[config.mk]
export PLATFORM = sky130hd
export DESIGN_NAME = scalar_kalman_filter_top
export DESIGN_NICKNAME = d
export VERILOG_FILES = /design/src/design/kf_pkg.sv /design/src/design/kf_alu.sv /design/src/design/scalar_kalman_filter_top.sv
export SDC_FILE = /design/constraint.sdc
export NUM_CORES = 2
export LEC_CHECK = 0
export BUFFER_PORTS_ARGS = -buffer_cell sky130_fd_sc_hd__buf_2
export CAP_MARGIN = 0
export CORE_AREA = 2 2 324 486
export CTS_BUF_LIST = sky130_fd_sc_hd__clkbuf_8
export CTS_CLUSTER_DIAMETER = 80
export DETAILED_ROUTE_END_ITERATION = 8
export DIE_AREA = 0 0 326 488
export GPL_TIMING_DRIVEN = 0
export MAX_ROUTING_LAYER = met4
export SKIP_CTS_REPAIR_TIMING = 1
export SLEW_MARGIN = 20
export SYNTH_ARGS = -nofsm -noshare
export SYNTH_HDL_FRONTEND = slang
export SYNTH_SLANG_ARGS = --single-unit
[constraint.sdc]
create_clock -name clock -period 8.7 [get_ports clock]
set_input_delay 0.87 -clock clock [delete_from_list [all_inputs] [get_ports clock]]
set_output_delay 0.87 -clock clock [all_outputs]
set_load 0.005 [all_outputs]
[src/design/kf_pkg.sv]
package kf_pkg;

   // operations of the shared arithmetic unit
   typedef enum logic [1:0] {
      OP_ADD    = 2'd0,
      OP_SUB    = 2'd1,
      OP_MUL    = 2'd2,
      OP_MULDIV = 2'd3
   } op_type;

   typedef struct packed {
      logic   start;
      op_type op;
   } alu_ctl_type;

   typedef struct packed {
      logic done;
      logic sat;
   } alu_sts_type;

   // multiplier digit width of the shared unit
   localparam int DIGIT_BITS = 8;

   // configuration register indexes
   typedef enum logic [2:0] {
      CSR_INIT_EST   = 3'd0,
      CSR_INIT_VAR   = 3'd1,
      CSR_TRANS      = 3'd2,
      CSR_PROC_NOISE = 3'd3,
      CSR_OBS        = 3'd4,
      CSR_MEAS_NOISE = 3'd5
   } csr_idx_type;

   localparam int CSR_ADDR_BITS = 3;
   localparam int CSR_DATA_BITS = 32;

   // field widths
   localparam int MEAS_BITS     = 32;
   localparam int EST_BITS      = 32;
   localparam int VAR_BITS      = 31;
   localparam int GAIN_BITS     = 32;
   localparam int RSP_DATA_BITS = 96;

   // configuration reset values
   localparam logic signed [31:0] RST_INIT_EST   = 32'sd0;
   localparam logic        [30:0] RST_INIT_VAR   = 31'd65536;
   localparam logic signed [31:0] RST_TRANS      = 32'sd65536;
   localparam logic        [30:0] RST_PROC_NOISE = 31'd655;
   localparam logic signed [31:0] RST_OBS        = 32'sd65536;
   localparam logic        [30:0] RST_MEAS_NOISE = 31'd6554;

endpackage

[src/design/kf_alu.sv]
module kf_alu #(
   parameter int WORD_BITS = 32,
   parameter int FRAC_BITS = 16
) (
   input  logic                        clock,
   input  logic                        reset,
   input  kf_pkg::alu_ctl_type         ctl,
   input  logic signed [WORD_BITS-1:0] opa,
   input  logic signed [WORD_BITS-1:0] opb,
   input  logic signed [WORD_BITS-1:0] opd,
   output kf_pkg::alu_sts_type         sts,
   output logic signed [WORD_BITS-1:0] res
);

   localparam int W   = WORD_BITS;
   localparam int DIG = kf_pkg::DIGIT_BITS;
   localparam int ND  = (W + DIG - 1) / DIG;
   localparam int MBW = ND * DIG;
   localparam int PW  = 2 * W;
   localparam int CW  = $clog2(PW);

   localparam logic signed [W-1:0] WMAX = {1'b0, {(W-1){1'b1}}};
   localparam logic signed [W-1:0] WMIN = {1'b1, {(W-1){1'b0}}};
   localparam logic [PW-1:0]       LIM_POS = {{(W+1){1'b0}}, {(W-1){1'b1}}};

   typedef enum logic [3:0] {
      A_IDLE = 4'b0001,
      A_MUL  = 4'b0010,
      A_DIV  = 4'b0100,
      A_FIN  = 4'b1000
   } alu_state_type;

   alu_state_type state_ff, state_in;
   logic [CW-1:0]  cnt_ff, cnt_in;
   logic           done_ff, done_in;
   logic           sat_ff, sat_in;
   logic signed [W-1:0] res_ff, res_in;
   logic [W-1:0]   ma_ff, ma_in;
   logic [MBW-1:0] mb_ff, mb_in;
   logic [W-1:0]   den_ff, den_in;
   logic [W-1:0]   rem_ff, rem_in;
   logic [PW-1:0]  prod_ff, prod_in;
   logic           neg_ff, neg_in;
   logic           div_ff, div_in;

   logic [W-1:0]     mag_a, mag_b, mag_d;
   logic signed [W:0] sum_w;
   logic [DIG-1:0]   digit;
   logic [W+DIG-1:0] part;
   logic [W:0]       trial;
   logic             ge;
   logic [PW-1:0]    mres, lim;
   logic             over;

   assign mag_a = opa[W-1] ? (~$unsigned(opa) + W'(1)) : $unsigned(opa);
   assign mag_b = opb[W-1] ? (~$unsigned(opb) + W'(1)) : $unsigned(opb);
   assign mag_d = opd[W-1] ? (~$unsigned(opd) + W'(1)) : $unsigned(opd);

   assign sum_w = (ctl.op == kf_pkg::OP_SUB) ? ((W+1)'(opa) - (W+1)'(opb))
                                             : ((W+1)'(opa) + (W+1)'(opb));

   assign digit = mb_ff[MBW-1 -: DIG];
   assign part  = (W+DIG)'(ma_ff) * (W+DIG)'(digit);

   assign trial = {rem_ff, prod_ff[PW-1]};
   assign ge    = trial >= {1'b0, den_ff};

   assign mres = div_ff ? prod_ff : (prod_ff >> FRAC_BITS);
   assign lim  = LIM_POS + PW'(neg_ff);
   assign over = mres > lim;

   always_comb begin
      state_in = state_ff;
      cnt_in   = cnt_ff;
      done_in  = 1'b0;
      sat_in   = sat_ff;
      res_in   = res_ff;
      ma_in    = ma_ff;
      mb_in    = mb_ff;
      den_in   = den_ff;
      rem_in   = rem_ff;
      prod_in  = prod_ff;
      neg_in   = neg_ff;
      div_in   = div_ff;
      case (state_ff)
         A_IDLE: begin
            if (ctl.start) begin
               if (ctl.op == kf_pkg::OP_ADD || ctl.op == kf_pkg::OP_SUB) begin
                  // saturate the exact sum to the word range
                  done_in = 1'b1;
                  sat_in  = sum_w[W] != sum_w[W-1];
                  res_in  = (sum_w[W] != sum_w[W-1]) ? (sum_w[W] ? WMIN : WMAX)
                                                     : sum_w[W-1:0];
               end else begin
                  ma_in    = mag_a;
                  mb_in    = MBW'(mag_b);
                  den_in   = mag_d;
                  prod_in  = '0;
                  cnt_in   = '0;
                  div_in   = ctl.op == kf_pkg::OP_MULDIV;
                  neg_in   = (opa[W-1] ^ opb[W-1]) ^
                             ((ctl.op == kf_pkg::OP_MULDIV) & opd[W-1]);
                  state_in = A_MUL;
               end
            end
         end
         A_MUL: begin
            // one digit of the multiplier per cycle, most significant first
            prod_in = (prod_ff << DIG) + PW'(part);
            mb_in   = mb_ff << DIG;
            cnt_in  = cnt_ff + CW'(1);
            if (cnt_ff == CW'(ND - 1)) begin
               cnt_in   = '0;
               rem_in   = '0;
               state_in = div_ff ? A_DIV : A_FIN;
            end
         end
         A_DIV: begin
            // restoring division, one quotient bit per cycle
            rem_in  = ge ? W'(trial - {1'b0, den_ff}) : trial[W-1:0];
            prod_in = {prod_ff[PW-2:0], ge};
            cnt_in  = cnt_ff + CW'(1);
            if (cnt_ff == CW'(PW - 1)) begin
               state_in = A_FIN;
            end
         end
         A_FIN: begin
            done_in  = 1'b1;
            sat_in   = over;
            if (over) begin
               res_in = neg_ff ? WMIN : WMAX;
            end else begin
               res_in = neg_ff ? -$signed(mres[W-1:0]) : $signed(mres[W-1:0]);
            end
            state_in = A_IDLE;
         end
         default: state_in = A_IDLE;
      endcase
   end

   always_ff @(posedge clock) begin
      if (reset) begin
         state_ff <= A_IDLE;
         cnt_ff   <= '0;
         done_ff  <= 1'b0;
      end else begin
         state_ff <= state_in;
         cnt_ff   <= cnt_in;
         done_ff  <= done_in;
      end
   end

   always_ff @(posedge clock) begin
      sat_ff  <= sat_in;
      res_ff  <= res_in;
      ma_ff   <= ma_in;
      mb_ff   <= mb_in;
      den_ff  <= den_in;
      rem_ff  <= rem_in;
      prod_ff <= prod_in;
      neg_ff  <= neg_in;
      div_ff  <= div_in;
   end

   assign sts.done = done_ff;
   assign sts.sat  = sat_ff;
   assign res      = res_ff;

endmodule

[src/design/scalar_kalman_filter_top.sv]
// Channel   Dir  Handshake              Contents
// req       in   req_tvalid/req_tready  tdata: measurement; tuser: restart
// rsp       out  rsp_tvalid/rsp_tready  tdata: estimate, variance, gain; tuser: fault
// csr       in   csr_wr_en              csr_addr selects the register, csr_wdata the value
//
// One request runs on the shared arithmetic unit as nine multiplies, one multiply with
// restoring divide and five saturating adds and subtracts, between taking the request
// and handing off the result. A zero innovation variance skips the divide.
// req_tready is high only while the sequencer is idle; a finished result sits in the
// output register, so the next request is taken while rsp waits on rsp_tready, and the
// sequencer holds its next result until that register frees up.
// Reset (synchronous, active high) restores the configuration defaults, estimate 0 and
// variance 65536 (one in Q16.16).
module scalar_kalman_filter_top #(
   parameter int FRAC_BITS = 16,
   parameter int WORD_BITS = 32
) (
   input  logic                                    clock,
   input  logic                                    reset,
   // req_tdata: [31:0] measurement
   input  logic                                    req_tvalid,
   output logic                                    req_tready,
   input  logic [kf_pkg::MEAS_BITS-1:0]            req_tdata,
   // req_tuser: [0] restart
   input  logic                                    req_tuser,
   // rsp_tdata: [31:0] estimate, [62:32] variance, [94:63] gain, [95] zero
   output logic                                    rsp_tvalid,
   input  logic                                    rsp_tready,
   output logic [kf_pkg::RSP_DATA_BITS-1:0]        rsp_tdata,
   // rsp_tuser: [0] fault
   output logic                                    rsp_tuser,
   input  logic                                    csr_wr_en,
   input  logic [kf_pkg::CSR_ADDR_BITS-1:0]        csr_addr,
   input  logic [kf_pkg::CSR_DATA_BITS-1:0]        csr_wdata
);

   localparam int W  = WORD_BITS;
   localparam int XW = W + 34;

   localparam logic signed [W-1:0]  WMAX   = {1'b0, {(W-1){1'b1}}};
   localparam logic signed [XW-1:0] WMAX_X = XW'(WMAX);
   localparam logic signed [XW-1:0] WMIN_X = ~WMAX_X;

   // the constant one saturates when the fraction fills the word
   localparam logic ONE_SAT = FRAC_BITS >= W - 1;
   localparam logic signed [W-1:0] ONE_W = ONE_SAT ? WMAX : (W'(1) << FRAC_BITS);
   // variance reset value of 65536 (one in Q16.16), clamped for narrow words
   localparam logic signed [W-1:0] P_RST = (W > 17) ? W'(65536) : WMAX;

   typedef enum logic [3:0] {
      S_IDLE  = 4'b0001,
      S_ISSUE = 4'b0010,
      S_WAIT  = 4'b0100,
      S_OUT   = 4'b1000
   } state_type;

   // one micro-op per filter equation term
   typedef enum logic [3:0] {
      U_XP  = 4'd0,   // x' = F*x
      U_FP  = 4'd1,   // F*p
      U_FPF = 4'd2,   // (F*p)*F
      U_PP  = 4'd3,   // p' = .. + Q
      U_HX  = 4'd4,   // H*x'
      U_Y   = 4'd5,   // y = z - H*x'
      U_HP  = 4'd6,   // H*p'
      U_HPH = 4'd7,   // (H*p')*H
      U_S   = 4'd8,   // S = .. + R
      U_K   = 4'd9,   // K = p'*H/S
      U_KY  = 4'd10,  // K*y
      U_X   = 4'd11,  // x = x' + K*y
      U_KH  = 4'd12,  // K*H
      U_T   = 4'd13,  // 1 - K*H
      U_P   = 4'd14   // p = (1 - K*H)*p'
   } step_type;

   // configuration registers
   logic signed [31:0] cfg_init_est_ff;
   logic        [30:0] cfg_init_var_ff;
   logic signed [31:0] cfg_trans_ff;
   logic        [30:0] cfg_proc_noise_ff;
   logic signed [31:0] cfg_obs_ff;
   logic        [30:0] cfg_meas_noise_ff;

   state_type state_ff, state_in;
   step_type  step_ff, step_in;
   logic      flt_ff, flt_in;
   logic signed [W-1:0] x_ff, x_in, p_ff, p_in;
   logic signed [W-1:0] f_ff, f_in, q_ff, q_in, h_ff, h_in, r_ff, r_in, z_ff, z_in;
   logic signed [W-1:0] xp_ff, xp_in, pp_ff, pp_in, y_ff, y_in, k_ff, k_in;
   logic signed [W-1:0] t1_ff, t1_in;

   logic rsp_valid_ff, rsp_valid_in;
   logic signed [kf_pkg::EST_BITS-1:0]  rsp_est_ff, rsp_est_in;
   logic        [kf_pkg::VAR_BITS-1:0]  rsp_var_ff, rsp_var_in;
   logic signed [kf_pkg::GAIN_BITS-1:0] rsp_gain_ff, rsp_gain_in;
   logic rsp_flt_ff, rsp_flt_in;

   kf_pkg::alu_ctl_type alu_ctl;
   kf_pkg::alu_sts_type alu_sts;
   logic signed [W-1:0] alu_a, alu_b, alu_d, alu_res;

   logic [W:0] cl_f, cl_q, cl_h, cl_r, cl_z, cl_xi, cl_pi;

   // clamp a 33-bit signed value to the word range: {changed, value}
   function automatic logic [W:0] clamp_in(input logic signed [32:0] v);
      logic signed [XW-1:0] vx;
      vx = XW'(v);
      if (vx > WMAX_X) begin
         clamp_in = {1'b1, WMAX_X[W-1:0]};
      end else if (vx < WMIN_X) begin
         clamp_in = {1'b1, WMIN_X[W-1:0]};
      end else begin
         clamp_in = {1'b0, vx[W-1:0]};
      end
   endfunction

   assign cl_f  = clamp_in(33'(cfg_trans_ff));
   assign cl_q  = clamp_in($signed({2'b00, cfg_proc_noise_ff}));
   assign cl_h  = clamp_in(33'(cfg_obs_ff));
   assign cl_r  = clamp_in($signed({2'b00, cfg_meas_noise_ff}));
   assign cl_z  = clamp_in(33'($signed(req_tdata)));
   assign cl_xi = clamp_in(33'(cfg_init_est_ff));
   assign cl_pi = clamp_in($signed({2'b00, cfg_init_var_ff}));

   // configuration writes; indexes beyond the list are dropped
   always_ff @(posedge clock) begin
      if (reset) begin
         cfg_init_est_ff   <= kf_pkg::RST_INIT_EST;
         cfg_init_var_ff   <= kf_pkg::RST_INIT_VAR;
         cfg_trans_ff      <= kf_pkg::RST_TRANS;
         cfg_proc_noise_ff <= kf_pkg::RST_PROC_NOISE;
         cfg_obs_ff        <= kf_pkg::RST_OBS;
         cfg_meas_noise_ff <= kf_pkg::RST_MEAS_NOISE;
      end else if (csr_wr_en) begin
         case (csr_addr)
            kf_pkg::CSR_INIT_EST:   cfg_init_est_ff   <= $signed(csr_wdata);
            kf_pkg::CSR_INIT_VAR:   cfg_init_var_ff   <= csr_wdata[30:0];
            kf_pkg::CSR_TRANS:      cfg_trans_ff      <= $signed(csr_wdata);
            kf_pkg::CSR_PROC_NOISE: cfg_proc_noise_ff <= csr_wdata[30:0];
            kf_pkg::CSR_OBS:        cfg_obs_ff        <= $signed(csr_wdata);
            kf_pkg::CSR_MEAS_NOISE: cfg_meas_noise_ff <= csr_wdata[30:0];
            default: ;
         endcase
      end
   end

   // operand select for the current micro-op
   always_comb begin
      alu_ctl.start = state_ff == S_ISSUE;
      alu_ctl.op    = kf_pkg::OP_MUL;
      alu_a         = f_ff;
      alu_b         = x_ff;
      alu_d         = t1_ff;
      case (step_ff)
         U_XP:  begin alu_a = f_ff;  alu_b = x_ff;  end
         U_FP:  begin alu_a = f_ff;  alu_b = p_ff;  end
         U_FPF: begin alu_a = t1_ff; alu_b = f_ff;  end
         U_PP:  begin alu_a = t1_ff; alu_b = q_ff;  alu_ctl.op = kf_pkg::OP_ADD; end
         U_HX:  begin alu_a = h_ff;  alu_b = xp_ff; end
         U_Y:   begin alu_a = z_ff;  alu_b = t1_ff; alu_ctl.op = kf_pkg::OP_SUB; end
         U_HP:  begin alu_a = h_ff;  alu_b = pp_ff; end
         U_HPH: begin alu_a = t1_ff; alu_b = h_ff;  end
         U_S:   begin alu_a = t1_ff; alu_b = r_ff;  alu_ctl.op = kf_pkg::OP_ADD; end
         U_K:   begin
            // S sits in t1 here
            alu_a = pp_ff; alu_b = h_ff; alu_d = t1_ff;
            alu_ctl.op = kf_pkg::OP_MULDIV;
         end
         U_KY:  begin alu_a = k_ff;  alu_b = y_ff;  end
         U_X:   begin alu_a = xp_ff; alu_b = t1_ff; alu_ctl.op = kf_pkg::OP_ADD; end
         U_KH:  begin alu_a = k_ff;  alu_b = h_ff;  end
         U_T:   begin alu_a = ONE_W; alu_b = t1_ff; alu_ctl.op = kf_pkg::OP_SUB; end
         U_P:   begin alu_a = t1_ff; alu_b = pp_ff; end
         default: ;
      endcase
   end

   kf_alu #(
      .WORD_BITS(WORD_BITS),
      .FRAC_BITS(FRAC_BITS)
   ) u_alu (
      .clock(clock),
      .reset(reset),
      .ctl  (alu_ctl),
      .opa  (alu_a),
      .opb  (alu_b),
      .opd  (alu_d),
      .sts  (alu_sts),
      .res  (alu_res)
   );

   // sequencer
   always_comb begin
      state_in    = state_ff;
      step_in     = step_ff;
      flt_in      = flt_ff;
      x_in        = x_ff;
      p_in        = p_ff;
      f_in        = f_ff;
      q_in        = q_ff;
      h_in        = h_ff;
      r_in        = r_ff;
      z_in        = z_ff;
      xp_in       = xp_ff;
      pp_in       = pp_ff;
      y_in        = y_ff;
      k_in        = k_ff;
      t1_in       = t1_ff;
      rsp_est_in  = rsp_est_ff;
      rsp_var_in  = rsp_var_ff;
      rsp_gain_in = rsp_gain_ff;
      rsp_flt_in  = rsp_flt_ff;
      rsp_valid_in = rsp_valid_ff && !rsp_tready;
      case (state_ff)
         S_IDLE: begin
            if (req_tvalid) begin
               // latch clamped coefficients and measurement, reload on restart
               f_in   = cl_f[W-1:0];
               q_in   = cl_q[W-1:0];
               h_in   = cl_h[W-1:0];
               r_in   = cl_r[W-1:0];
               z_in   = cl_z[W-1:0];
               flt_in = cl_f[W] | cl_q[W] | cl_h[W] | cl_r[W] | cl_z[W];
               if (req_tuser) begin
                  x_in   = cl_xi[W-1:0];
                  p_in   = cl_pi[W-1:0];
                  flt_in = cl_f[W] | cl_q[W] | cl_h[W] | cl_r[W] | cl_z[W] |
                           cl_xi[W] | cl_pi[W];
               end
               step_in  = U_XP;
               state_in = S_ISSUE;
            end
         end
         S_ISSUE: state_in = S_WAIT;
         S_WAIT: begin
            if (alu_sts.done) begin
               flt_in   = flt_ff | alu_sts.sat;
               state_in = S_ISSUE;
               step_in  = step_type'(step_ff + 4'd1);
               case (step_ff)
                  U_XP:  xp_in = alu_res;
                  U_PP:  pp_in = alu_res;
                  U_Y:   y_in  = alu_res;
                  U_S:   begin
                     t1_in = alu_res;
                     if (alu_res == '0) begin
                        // zero S: no gain, skip the divide
                        k_in    = '0;
                        flt_in  = 1'b1;
                        step_in = U_KY;
                     end
                  end
                  U_K:   k_in  = alu_res;
                  U_X:   x_in  = alu_res;
                  U_T:   begin
                     t1_in  = alu_res;
                     flt_in = flt_ff | alu_sts.sat | ONE_SAT;
                  end
                  U_P:   begin
                     // floor a negative variance at zero
                     p_in     = alu_res[W-1] ? '0 : alu_res;
                     flt_in   = flt_ff | alu_sts.sat | alu_res[W-1];
                     state_in = S_OUT;
                  end
                  default: t1_in = alu_res;
               endcase
            end
         end
         S_OUT: begin
            // hand the result to the output register once it is free
            if (!rsp_valid_ff || rsp_tready) begin
               rsp_est_in   = kf_pkg::EST_BITS'(x_ff);
               rsp_var_in   = kf_pkg::VAR_BITS'(p_ff);
               rsp_gain_in  = kf_pkg::GAIN_BITS'(k_ff);
               rsp_flt_in   = flt_ff;
               rsp_valid_in = 1'b1;
               state_in     = S_IDLE;
            end
         end
         default: state_in = S_IDLE;
      endcase
   end

   always_ff @(posedge clock) begin
      if (reset) begin
         state_ff     <= S_IDLE;
         step_ff      <= U_XP;
         rsp_valid_ff <= 1'b0;
         x_ff         <= '0;
         p_ff         <= P_RST;
      end else begin
         state_ff     <= state_in;
         step_ff      <= step_in;
         rsp_valid_ff <= rsp_valid_in;
         x_ff         <= x_in;
         p_ff         <= p_in;
      end
   end

   always_ff @(posedge clock) begin
      flt_ff      <= flt_in;
      f_ff        <= f_in;
      q_ff        <= q_in;
      h_ff        <= h_in;
      r_ff        <= r_in;
      z_ff        <= z_in;
      xp_ff       <= xp_in;
      pp_ff       <= pp_in;
      y_ff        <= y_in;
      k_ff        <= k_in;
      t1_ff       <= t1_in;
      rsp_est_ff  <= rsp_est_in;
      rsp_var_ff  <= rsp_var_in;
      rsp_gain_ff <= rsp_gain_in;
      rsp_flt_ff  <= rsp_flt_in;
   end

   assign req_tready = state_ff == S_IDLE;
   assign rsp_tvalid = rsp_valid_ff;
   assign rsp_tdata  = {1'b0, rsp_gain_ff, rsp_var_ff, rsp_est_ff};
   assign rsp_tuser  = rsp_flt_ff;

endmodule

==> results.txt <==
----------------------------------------------------
[Outcome]
  Status ... finished, violations left
  Violated checks ... setup timing

[Place]
  HPWL after DPL ... 189000 µm
  Count of buffers from port buffering ... 137
  Final Wtd Congestion ... 1.09
  Placed Area ... between 0.05 and 0.06 mm²
  Cell Count Post-Placement ... 7734

[Drt]
  Routed Wire Length ... ~240000 µm
  Remaining design rule violation count ... 0
  Pre-Repair DR Iteration Count ... 7
  Via-per-instance ratio ... 5.66
  Drt wl/cell ... between 20 and 30 µm
  Iter 0 DRT Violations ... 4497
  Remaining antenna violation count after routing ... 0
  Via count of the routed design ... 45300

[Synth]
  Post-Syn Area ... 0.0539 mm²
  Post-synthesis instance total ... 5514
  Post-Syn Nets ... ~6000
  Leading register cell type out of synthesis ... sky130_fd_sc_hd__edfxtp_1
  Fraction of the yosys area taken by sequential cells ... 0.458
  Synth warn ... 0
  Synthesis-stage register bit count ... around 900
  Count of flip-flops with a built-in enable after synthesis ... 642
  Mean area per synthesized cell ... 9.78 µm²
  Proportion of synthesized flip-flops having asynchronous set or reset ... 0
  Distinct cell type count after synthesis ... 88

[Clocking]
  Clock transition at the registers of the reported paths ... 0.07 ns
  TritonCTS clock tree ... built
  Cell at the root of the clock tree ... sky130_fd_sc_hd__clkbuf_8
  Max Root-Sink Buffers ... 3
  Sink count of the clock tree ... 914
  Total number of H-tree levels ... 4
  Clock latency on the worst-skew pair ... 0.92 ns
  Total clock buffers created by CTS ... 143

[Floorplan]
  Starting density of the core ... 0.348
  Total die area ... between 0.15 and 0.2 mm²
  Number of cell rows ... 177
  X dimension of the die ... roughly 330 µm
  Area of the placeable core ... 0.155 mm²
  Die span in y ... 488 µm
  Number of I/O pins ... 172

[Timing]
  Hold Vio Cnt, Final ... 0
  Max Slew Vio Count ... 0
  Clock period minus worst slack ... 8.83 ns
  Fmax achieved ... 0.113 GHz
  Max-Slew Margin vs Limit ... 0.132
  Crit share post-route ... 1.02
  Final number of setup-violating endpoints ... 14
  Transition time at the pin with the least slew margin ... 1.30 ns
  Post-layout worst setup margin ... -0.132 ns
  Final clock skew ... 0.0432 ns

[Final layout]
  Non-filler cells, final ... 8007
  Net count, final ... approximately 6300
  Commonest cells after routing, fill and taps aside ... sky130_fd_sc_hd__nand2_1, sky130_fd_sc_hd__edfxtp_1, sky130_fd_sc_hd__inv_1, sky130_fd_sc_hd__a21oi_1, sky130_fd_sc_hd__clkbuf_1
  Cell area after layout ... roughly 0.06 mm²
  Layout cell share with drive strength beyond 1 ... 0.0857
  Area growth syn-to-layout ... 13.4%
  Most common cell after layout, fill and taps aside ... sky130_fd_sc_hd__nand2_1

[Global routing]
  Antenna violations before repair ... 16
  Wire length of the first global-routing pass ... approximately 330000 µm
  Via count of the first global-routing pass ... 45700
  Overall global routing resource usage ... 0.303
  Largest net degree at the start of global routing ... 38
  Remaining global-route overflow ... 0

[Power]
  Combinational power share ... 0.650
  Psw ... 15.4 mW
  Switching share of power ... 0.506
  Portion of total power attributed to the clock network ... 0.135
  Int Power ... 15.1 mW
  Flop pwr share ... 0.215
  Largest voltage drop on the vdd net ... 0.507 mV
  Leak pwr ... 23.0 nW
  Power density over cell area ... 499 mW/mm²

[Setup path]
  Depth of the worst register-to-register path ... 26
  Worst Path Required ... 9.35 ns
  Worst Path Arrival ... 9.48 ns
  Sort of element at the start of the critical path ... flop
  Type of element capturing the critical path ... flop
  Worst setup path category ... reg -> reg
  Biggest fanout along the worst timing path ... 10

[Worst hold path]
  Hold Path Depth ... 1
  Worst hold path type ... in -> reg

[Run]
  Max_cap viols ... 0

----------------------------------------------------
-- layout make-up --
| cell class | count | area (µm²) |
|---|---|---|
| well taps | 2058 | 2570 |
| repair buffers | 166 | 1220 |
| clock buffers | 153 | 2110 |
| multi-input cells | 3797 | 26300 |
| fillers | 15500 | 93700 |
| clock inverters | 111 | 1040 |
| diodes | 9 | 22.5 |
| plain buffers | 407 | 1670 |
| flip-flops and latches | 914 | 24700 |
| inverters | 392 | 1470 |
-- kinds of logic (layout without fill, tap and decap cells) --
kind of cell,count (synthesis),in the layout,synth area share
other,1,10,0.0000695
adder cells (fa/ha/maj),388,388,0.120
buffers and inverters,803,1229,0.0573
XOR/XNOR,220,220,0.0357
AND/OR/NAND/NOR,1834,1834,0.161
AO/OA/AOI/OAI,1280,1280,0.154
flip-flops,914,914,0.458
multiplexers,74,74,0.0140
-- stage by stage --
| stage | power [mW] | setup TNS, ns | hold slack, ns | util | setup slack [ns] |
|---|---|---|---|---|---|
| after floorplan | 19.6 | 0 | 0.408 | - | 0.594 |
| final | 30.5 | -0.578 | 0.129 | 0.395 | -0.132 |
| after CTS | 30.3 | -56.89 | 0.0818 | 0.394 | -2.08 |
| after global placement | 26.0 | -559.70 | 0.412 | 0.369 | -2.95 |
| after global routing | 32.7 | -0.169 | 0.0899 | 0.395 | -0.0447 |
| after detailed placement | 26.1 | -55.53 | 0.416 | 0.373 | -2.02 |
-- sequential cells by signal, indices dropped and copies added (netlist names), 32 cells and up --
name / flops
u_alu.prod_ff: 64
pp_ff: 32
u_alu.ma_ff: 32
cfg_trans_ff: 32
cfg_init_est_ff: 32
u_alu.res: 32
h_ff: 32
u_alu.mb_ff: 32
xp_ff: 32
rsp_gain_ff: 32
cfg_obs_ff: 32
z_ff: 32
alu_d: 32
k_ff: 32
x_ff: 32
y_ff: 32
f_ff: 32
rsp_est_ff: 32
u_alu.den_ff: 32
u_alu.rem_ff: 32
-- path summary, 6_finish.rpt --
check,startpoint,end,slack [ns]
setup / recovery,step_ff[1],u_alu.res[18],-0.13
hold reg to reg,cfg_proc_noise_ff[0],q_ff[0],0.42
setup reg to reg,step_ff[1],u_alu.res[18],-0.13
hold / removal,req_tdata[17],z_ff[17],0.13
-- cell usage after synthesis, drive strengths merged, types with 11 or more instances --
cell,count,area (µm²)
buf,68,330
o21ai,246,1230
and3,68,425
a311oi,38,333
a221oi,40,357
nor2b,31,194
xnor2,141,1230
nand3,79,395
inv,390,1460
o21a,27,203
mux2i,62,621
nand2b,36,233
a22oi,70,526
nor4,31,213
mux2,12,135
a222oi,46,460
or3,20,125
edfxtp,642,19300
fa,213,4260
ha,175,2190
nand2,859,3220
a22o,41,359
nor3b,41,308
or4,11,82.6
clkbuf,343,1290
and2,217,1360
a41oi,14,123
nand3b,36,270
nor2,277,1040
a211oi,59,448
o22ai,36,225
a21o,58,435
o211ai,19,143
dfxtp,272,5450
a21oi,419,2100
xor2,79,692
a31oi,42,263
nor3,57,285
nand4,37,231
o21bai,15,113
o31ai,23,178
-- routing by layer --
| metal | wire [µm] | up-vias | track usage | part of all wire |
|---|---|---|---|---|
| met5 | 0 | - | - | 0 |
| met3 | 14100 | 920 | 0.0463 | 0.060 |
| met4 | 24200 | 0 | 0.253 | 0.10 |
| li1 | - | 20100 | - | - |
| met1 | 80700 | 22100 | 0.306 | 0.34 |
| met2 | 117000 | 2215 | 0.516 | 0.50 |
-- power by group through the flow --
stage | registers (mW) | logic, mW | clock network (mW)
floorplan | 6.09 | 13.5 | 0
global route | 6.55 | 21.8 | 4.33
detailed placement | 6.58 | 19.5 | 0
finish | 6.55 | 19.8 | 4.12
CTS | 6.50 | 19.7 | 4.17
global placement | 6.74 | 19.3 | 0
-- critical path, stage by stage, from the launching register on --
cell and delay (ns):
sky130_fd_sc_hd__dfxtp_1 0.35, sky130_fd_sc_hd__inv_1 0.09, sky130_fd_sc_hd__ha_1 0.27, sky130_fd_sc_hd__clkbuf_4 0.33, sky130_fd_sc_hd__buf_2 0.40, sky130_fd_sc_hd__buf_2 0.53
sky130_fd_sc_hd__buf_1 0.76, sky130_fd_sc_hd__and2_1 0.44, sky130_fd_sc_hd__buf_1 0.98, sky130_fd_sc_hd__a22oi_1 0.15, sky130_fd_sc_hd__nand2_1 0.13, sky130_fd_sc_hd__a221oi_1 0.06
sky130_fd_sc_hd__nand2_1 0.12, sky130_fd_sc_hd__o21ai_0 0.44, sky130_fd_sc_hd__inv_1 0.27, sky130_fd_sc_hd__ha_1 0.32, sky130_fd_sc_hd__a21o_1 0.20, sky130_fd_sc_hd__a21o_1 0.16
sky130_fd_sc_hd__a21o_1 0.24, sky130_fd_sc_hd__a221oi_1 0.26, sky130_fd_sc_hd__o21ai_0 0.27, sky130_fd_sc_hd__a211oi_2 0.36, sky130_fd_sc_hd__a31oi_1 0.18, sky130_fd_sc_hd__mux2i_4 0.35
sky130_fd_sc_hd__clkbuf_4 0.33, sky130_fd_sc_hd__nand2_1 0.10, sky130_fd_sc_hd__a22oi_1 0.40
Power figures use the tool's default switching activity.
